[config.mk]
export PLATFORM = sky130hd
export DESIGN_NAME = ddo_ctrl
export DESIGN_NICKNAME = d
export VERILOG_FILES = /design/src/sv/ddo_pkg.sv /design/src/sv/ddo_ctrl.sv
export SDC_FILE = /design/constraint.sdc
export NUM_CORES = 1
export LEC_CHECK = 0
export BUFFER_PORTS_ARGS = -buffer_cell sky130_fd_sc_hd__clkbuf_2
export CORE_MARGIN = 4
export CORE_UTILIZATION = 50
export CTS_CLUSTER_DIAMETER = 40
export DETAILED_ROUTE_END_ITERATION = 10
export PLACE_DENSITY = 0.74
export SYNTH_ARGS = -nofsm -noshare
export SYNTH_HDL_FRONTEND = slang
export SYNTH_SLANG_ARGS = --single-unit
[constraint.sdc]
create_clock -name clk -period 3 [get_ports clk]
set_clock_uncertainty 0.15 [all_clocks]
set_input_delay 0.6 -clock clk [delete_from_list [all_inputs] [get_ports clk]]
set_output_delay 0.6 -clock clk [all_outputs]
set_load 0.01 [all_outputs]
[src/sv/ddo_pkg.sv]
// Shared types, constants and tables of the differential-drive odometry unit.
`default_nettype none
package ddo_pkg;

    localparam int CORDIC_STEPS_DEF = 24;
    localparam int FRAC_BITS        = 16;
    localparam int STEP_SHIFT       = FRAC_BITS + 17;
    localparam int HALF_SHIFT       = FRAC_BITS + 18;

    localparam logic [30:0] INV_PI_Q32      = 31'd1367130551;
    localparam logic [33:0] CORDIC_GAIN_Q30 = 34'd652032874;
    localparam logic [15:0] TRACK_RESET     = 16'd160;

    localparam logic [1:0] SIDE_LEFT  = 2'd1;
    localparam logic [1:0] SIDE_RIGHT = 2'd2;

    localparam int DIV_NUM_W = 64;
    localparam int DIV_DEN_W = 48;
    localparam int DIV_CNT_W = $clog2(DIV_NUM_W);

    // arctan(2^-i) as binary angle, full turn = 2^32
    localparam logic [31:0] ATAN_BAM [32] = '{
        32'd536870912, 32'd316933406, 32'd167458907, 32'd85004756,
        32'd42667331,  32'd21354465,  32'd10679838,  32'd5340245,
        32'd2670163,   32'd1335087,   32'd667544,    32'd333772,
        32'd166886,    32'd83443,     32'd41722,     32'd20861,
        32'd10430,     32'd5215,      32'd2608,      32'd1304,
        32'd652,       32'd326,       32'd163,       32'd81,
        32'd41,        32'd20,        32'd10,        32'd5,
        32'd3,         32'd1,         32'd1,         32'd0
    };

    typedef enum logic [4:0] {
        ST_IDLE, ST_SUMDIFF, ST_MUL_TRAV, ST_DIV_T, ST_WAIT_T, ST_MUL_TLO, ST_MUL_THI,
        ST_ACC_T, ST_STEP, ST_HALF, ST_COR_POSE, ST_WAIT_POSE, ST_MUL_X, ST_MUL_Y,
        ST_ACC_Y, ST_VEL, ST_MUL_LIN, ST_DIV_LIN, ST_WAIT_LIN, ST_MUL_ANG, ST_MUL_DEN,
        ST_DIV_ANG, ST_WAIT_ANG, ST_COR_QUAT, ST_WAIT_QUAT, ST_LOAD
    } ddo_state_t;

    typedef enum logic [4:0] {
        OP_NONE, OP_ACCEPT, OP_SUMDIFF, OP_MUL_TRAV, OP_DIV_T, OP_TAKE_T, OP_MUL_TLO,
        OP_MUL_THI, OP_ACC_T, OP_STEP, OP_HALF, OP_COR_POSE, OP_TAKE_CS, OP_MUL_X,
        OP_MUL_Y, OP_ACC_Y, OP_VEL_ZERO, OP_MUL_LIN, OP_DIV_LIN, OP_TAKE_LIN,
        OP_MUL_ANG, OP_MUL_DEN, OP_DIV_ANG, OP_TAKE_ANG, OP_COR_QUAT, OP_TAKE_QUAT,
        OP_LOAD
    } ddo_op_t;

    typedef struct packed {
        logic pair;
        logic div_done;
        logic cor_done;
        logic vel_ok;
        logic out_free;
    } ddo_status_t;

endpackage
`default_nettype wire

[src/sv/ddo_ctrl.sv]
// Sequencer of the odometry update: one datapath command per state.
`default_nettype none
module ddo_ctrl (
    input  wire logic                 clk,
    input  wire logic                 rst_n,
    input  wire logic                 wheel_valid,
    output logic                      wheel_stall,
    input  wire ddo_pkg::ddo_status_t status,
    output ddo_pkg::ddo_op_t          op
);
    import ddo_pkg::*;

    ddo_state_t state_reg, state_next;

    always_ff @(posedge clk or negedge rst_n)
    begin
        if (!rst_n)
            state_reg <= ST_IDLE;
        else
            state_reg <= state_next;
    end

    always_comb
    begin
        state_next  = state_reg;
        op          = OP_NONE;
        wheel_stall = 1'b1;
        case (state_reg)
            ST_IDLE:
            begin
                wheel_stall = 1'b0;
                if (wheel_valid)
                begin
                    op = OP_ACCEPT;
                    if (status.pair)
                        state_next = ST_SUMDIFF;
                end
            end
            ST_SUMDIFF:   begin op = OP_SUMDIFF;  state_next = ST_MUL_TRAV; end
            ST_MUL_TRAV:  begin op = OP_MUL_TRAV; state_next = ST_DIV_T;    end
            ST_DIV_T:     begin op = OP_DIV_T;    state_next = ST_WAIT_T;   end
            ST_WAIT_T:
            begin
                if (status.div_done)
                begin
                    op         = OP_TAKE_T;
                    state_next = ST_MUL_TLO;
                end
            end
            ST_MUL_TLO:   begin op = OP_MUL_TLO;  state_next = ST_MUL_THI;  end
            ST_MUL_THI:   begin op = OP_MUL_THI;  state_next = ST_ACC_T;    end
            ST_ACC_T:     begin op = OP_ACC_T;    state_next = ST_STEP;     end
            ST_STEP:      begin op = OP_STEP;     state_next = ST_HALF;     end
            ST_HALF:      begin op = OP_HALF;     state_next = ST_COR_POSE; end
            ST_COR_POSE:  begin op = OP_COR_POSE; state_next = ST_WAIT_POSE; end
            ST_WAIT_POSE:
            begin
                if (status.cor_done)
                begin
                    op         = OP_TAKE_CS;
                    state_next = ST_MUL_X;
                end
            end
            ST_MUL_X:     begin op = OP_MUL_X;    state_next = ST_MUL_Y;    end
            ST_MUL_Y:     begin op = OP_MUL_Y;    state_next = ST_ACC_Y;    end
            ST_ACC_Y:     begin op = OP_ACC_Y;    state_next = ST_VEL;      end
            ST_VEL:
            begin
                if (status.vel_ok)
                    state_next = ST_MUL_LIN;
                else
                begin
                    op         = OP_VEL_ZERO;
                    state_next = ST_COR_QUAT;
                end
            end
            ST_MUL_LIN:   begin op = OP_MUL_LIN;  state_next = ST_DIV_LIN;  end
            ST_DIV_LIN:   begin op = OP_DIV_LIN;  state_next = ST_WAIT_LIN; end
            ST_WAIT_LIN:
            begin
                if (status.div_done)
                begin
                    op         = OP_TAKE_LIN;
                    state_next = ST_MUL_ANG;
                end
            end
            ST_MUL_ANG:   begin op = OP_MUL_ANG;  state_next = ST_MUL_DEN;  end
            ST_MUL_DEN:   begin op = OP_MUL_DEN;  state_next = ST_DIV_ANG;  end
            ST_DIV_ANG:   begin op = OP_DIV_ANG;  state_next = ST_WAIT_ANG; end
            ST_WAIT_ANG:
            begin
                if (status.div_done)
                begin
                    op         = OP_TAKE_ANG;
                    state_next = ST_COR_QUAT;
                end
            end
            ST_COR_QUAT:  begin op = OP_COR_QUAT; state_next = ST_WAIT_QUAT; end
            ST_WAIT_QUAT:
            begin
                if (status.cor_done)
                begin
                    op         = OP_TAKE_QUAT;
                    state_next = ST_LOAD;
                end
            end
            ST_LOAD:
            begin
                if (status.out_free)
                begin
                    op         = OP_LOAD;
                    state_next = ST_IDLE;
                end
            end
            default:      state_next = ST_IDLE;
        endcase
    end
endmodule
`default_nettype wire

==> metrics.txt, run 1 <==
synthesized flop and latch total 5; dpl hpwl around 1.2 mm; Synth Warn # 0; Post-synth EDFFs 0; Worst R2R Path Depth 4; Critical Path End Type primary output; Via density between 6 and 7; Leak around 0.00033 uW; syn avg cell area 7.30 sq um; pin count of the biggest net entering global routing 24; power density over the cells 1190 nW/um^2; num ports 14; CTS tree built; routability cong. slightly below 0.9; Worst-Skew Late Latency roughly 0.24 ns; fin crit period about 2.6 ns; Hold Violations, Final 0; status complete, no violations; Commonest cells post-synth 11 x o21ai_0, 10 x a21oi_1, 8 x nand2_1; vias in the first global route approximately 600; RSZ-0062 raised after global routing no; worst-margin pin slew about 0.64 ns; Critical Path AT ~1.9 ns; gr ovfl total 0; initial DRC count 26; worst-case clock buffer depth 2; CP Launch Type flop; Max transition margin a little under three fifths; Cells after DPL 110; ys flop type dfrtp_1; H-Tree Depth 1; post-CTS setup buffers 0; count leader, synth o21ai_0; TritonRoute pass-1 iters 4; number of port buffers 13; post-synth top area cell dfrtp_1; Max Cap Viol 0; setup TNS 0 ns; Syn Nets ~100; CTS sink cnt 5; synthesized instance count between 90 and 100; Final Cycle Share around 87%; die extent in x roughly 44 um; WL per Instance 14.1 um; layout cells sized above 1 between 20% and 30%; Die H between 40 and 50 um; Util after Layout 62.3%; clk slew on worst S/H paths 0.04 ns; largest cells by area after synthesis dfrtp_1 19%, o21ai_0 8.3%, a21oi_1 7.5%, mux2i_1 4.5%, nand2_1 4.5%; number of cells upsized or downsized after cts 0; register area share after synthesis roughly a fifth; crit-path max FO 21; worst min path class in -> async; Inserted Diodes 0; setup violators final 0; Starting Density between 50% and 60%; Cell Count, Final, Fillers Out 114; GRT Overall Usage between 10% and 20%; worst path required time roughly 2.3 ns; nets about 110; vias after detailed routing 698; CP Class reg -> out; cts bufs inserted 3; Syn-to-layout area delta 9.79%; post-route ant nets 0; Core Region around 1200 sq um; Max IR drop VDD 0.808 mV; number of antenna violations at the first check in global routing 0; max reg flops 5; CTS Hold Bufs 0; Max Freq between 0.3 and 0.4 GHz; post-synth top area share a little under a fifth; Netlist cell types 38; ys async rst share between 90% and 100%; filler instances 112; Cell Area, Synth 664 sq um; area of the multi-input gates 473 sq um; root buffer cell clkbuf_4; Row Count 12; first-pass GRT wire length 2.67 mm; Final Max Slew Viols 0; Routed WL roughly 1.6 mm; Reg area between 100 and 150 sq um; Die ar. between 1500 and 2000 sq um; DRC 0
## cell usage in the layout, fill, tap and decap left out, drive strengths merged, types with 2 or more instances in the layout
cell    netlist  final
clkbuf        2     17
o21ai        11     11
a21oi        10     10
nand2         8      8
nor2          5      5
dfrtp         5      5
inv           4      4
nor3b         4      4
mux2i         3      3
a21o          3      3
nor2b         3      3
o21a          2      2
and2          2      2
nand4         2      2
## cells by family (layout without fill, tap and decap cells)
group	Yosys count	after routing	share of synthesized area, %
xor+xnor	1	1	1.32
buf+inv	13	22	9.98
compound gates	36	36	34.1
flops	5	5	18.8
simple gates	32	32	29.6
mux	4	4	6.21
## worst max-delay path: stages, from the launching register on
cell      delay, ns
dfrtp_1        0.73
nand2_1        0.28
mux2i_1        0.18
o32ai_1        0.24
clkbuf_2       0.18
## layer usage
layer | vias up | track usage (%) | part of all wire [%]
met3 | 0 | 3.66 | 6.6
li1 | 357 | - | -
met5 | - | 0 | 0
met4 | 0 | 4.82 | 0
met2 | 23 | 28.5 | 48
met1 | 318 | 24.2 | 45
## final cells by class
| type | instances | share of cell area [%] |
|---|---|---|
| sequential | 5 | 17.2 |
| clock buffer | 4 | 3.60 |
| multi-input combinational | 73 | 64.8 |
| timing repair buffer | 14 | 9.95 |
| inverter | 4 | 2.06 |
| tap | 14 | 2.40 |
## through the flow
step           power, uW  hold WS (ns)  cell area (sq um)  worst slack (ns)
2_1_floorplan        676         0.154                664              1.02
3_3_place_gp         782         0.266                703             0.700
3_5_place_dp         798         0.270                703             0.665
4_1_cts              876        0.0152                729             0.401
5_1_grt              963        0.0156                729             0.239
6_report             871        0.0124                729             0.397
## worst paths after layout
| kind | start | to | slack [ns] |
|---|---|---|---|
| setup reg to reg | state_reg[4] | state_reg[0] | 1.07 |
| hold / removal | rst_n | state_reg[3] | 0.01 |
| setup / recovery | state_reg[1] | op[2] | 0.40 |
| max in group asynchronous | rst_n | state_reg[0] | 2.55 |
| hold reg to reg | state_reg[0] | state_reg[0] | 0.65 |
| min in group clk | status[1] | state_reg[1] | 0.62 |
## power by group
part	internal [uW]	switching (uW)	total, uW	leakage [uW]
registers	101	157	258	0.0000594
logic	273	263	536	0.000254
clock network	50.2	26.7	76.9	0.0000150
No activity file was read; power rests on OpenSTA's default activity.
==> run 2, diff against run 1 <==
Settings changed: CORE_UTILIZATION 50 to 41, PLACE_DENSITY 0.74 to default.
==> run 2 against run 1 <==
Against the previous run: first-iteration DRC count shrank 15%; sequential cell count did not move; combinational power is 2% higher; highest routed layer is now met4.
==> metrics.txt, run 2 (synthesized netlist as in run 1, its figures left out) <==
Routed WL 1.60 mm (was 1.61 mm); CTS tree built (unchanged); r2r startpoint state_reg[4] (unchanged); fin crit period 2.67 ns (was 2.60 ns); cts bufs inserted 3 (unchanged); most common cell after layout, fill and taps aside clkbuf_2 (unchanged); reg-to-reg endpoint state_reg[0] (unchanged); Critical Path End Type primary output (unchanged); H-Tree Depth 1 (unchanged); WL per Instance 13.7 um (was 14.1 um); Hold Slack 0.0176 ns (was 0.0124 ns); setup violators final 0 (unchanged); Max Cap Viol 0 (unchanged); Starting Density 43.6% (was 56.7%); Row Count 14 (was 12); Final Cycle Share 88.9% (was 86.8%); initial DRC count 22 (was 26); Die H 48.3 um (was 44.5 um); num ports 14 (unchanged); gr ovfl total 0 (unchanged); post-route ant nets 0 (unchanged); worst min path class in -> async (unchanged); number of antenna violations at the first check in global routing 0 (unchanged); setup TNS 0 ns (unchanged); dpl hpwl 1.16 mm (was 1.15 mm); worst setup margin 0.332 ns (was 0.397 ns); Critical Path AT 1.92 ns (was 1.85 ns); CP Launch Type flop (unchanged); Leak 0.000334 uW (was 0.000328 uW); Worst-Skew Late Latency 0.24 ns (about the same); Max transition margin 58.0% (was 57.3%); Core Region 1520 sq um (was 1170 sq um); clk slew on worst S/H paths 0.04 ns (about the same); Via density 6.03 (was 6.12); CP Class reg -> out (unchanged); GRT Overall Usage 16.6% (was 17.8%); worst path required time 2.25 ns (about the same); worst-margin pin slew 0.630 ns (was 0.641 ns); CTS sink cnt 5 (unchanged); R2R setup slack 1.12 ns (was 1.07 ns); pre-CTS setup slack 0.595 ns (was 0.665 ns); vias in the first global route 630 (was 607); Max IR drop VDD 0.711 mV (was 0.808 mV); die extent in x 48.3 um (was 44.5 um); crit-path max FO 21 (unchanged); Inserted Diodes 0 (unchanged); Worst R2R Path Depth 5 (was 4); number of port buffers 13 (unchanged); number of cells upsized or downsized after cts 0 (unchanged); pin count of the biggest net entering global routing 22 (was 24); root buffer cell clkbuf_4 (unchanged); Max Freq 0.375 GHz (was 0.384 GHz); power density over the cells 1180 nW/um^2 (was 1190 nW/um^2); nets 110 (was 109); worst-case clock buffer depth 2 (unchanged); Syn-to-layout area delta 11.3% (was 9.79%); first-pass GRT wire length 2.68 mm (was 2.67 mm); Hold Violations, Final 0 (unchanged); Die ar. 2330 sq um (was 1980 sq um); DRC 0 (unchanged); TritonRoute pass-1 iters 4 (unchanged); post-CTS setup buffers 0 (unchanged); CTS Hold Bufs 0 (unchanged); RSZ-0062 raised after global routing no (unchanged); vias after detailed routing 705 (was 698); layout cells sized above 1 21.8% (was 21.0%); status complete, no violations (unchanged); commonest cells after routing, fill and taps aside 13 x clkbuf_2, 11 x o21ai_0, 10 x a21oi_1 (unchanged); routability cong. 0.796 (was 0.887); max reg flops 5 (unchanged); Final Max Slew Viols 0 (unchanged)
==> run 2: changes by cell type in the layout (fill, tap and decap cells not counted), sizes merged <==
cell  before  now
buf        1    2
==> run 2: final cells by class <==
cell class,instances,area (sq um)
inverter,4,15.0
fill,156,785
timing repair buffer,15,80.1
multi-input combinational,73,473
tap,16,20.0
sequential,5,125
clock buffer,4,26.3
==> run 2: critical path, cell delays in order, from the launching register on <==
cell	delay, ns
dfrtp_1	0.74
mux2_2	0.40
a21o_1	0.19
a21oi_1	0.12
a21oi_1	0.08
clkbuf_2	0.15
==> run 2: worst max-delay path by stage <==
stage / to / slack, ns / from / depth (start not counted)
finish: op[4] / 0.33 / state_reg[0] / 5
global route: op[4] / 0.21 / state_reg[0] / 5
CTS: op[4] / 0.32 / state_reg[0] / 5
global placement: op[4] / 0.60 / state_reg[0] / 5
floorplan: op[4] / 1.02 / status[0] / 4
detailed placement: op[4] / 0.60 / state_reg[0] / 5
==> run 2: report_power, final <==
part	switching, uW	total (uW)	internal [uW]
Sequential	152	253	101
Combinational	265	546	280
Clock	24.6	74.6	50.1
Total	442	874	432
==> run 2: routing by layer <==
metal  vias to the layer above  wire length [um]  global-route usage, %
li1                        354                 -                      -
met4                         0                 8                   6.45
met3                         2               112                   7.75
met1                       323               753                   19.7
met2                        26               725                   25.8
met5                         -                 0                      0
==> run 2: per-stage QoR <==
stage / cells / area [sq um] / total power, uW / util, %
floorplan: 91 / 664 / 676 / -
global placement: 113 / 713 / 798 / 46.8
detailed placement: 113 / 713 / 799 / 46.8
CTS: 117 / 739 / 881 / 48.5
global route: 117 / 739 / 972 / 48.5
finish: 117 / 739 / 874 / 48.5
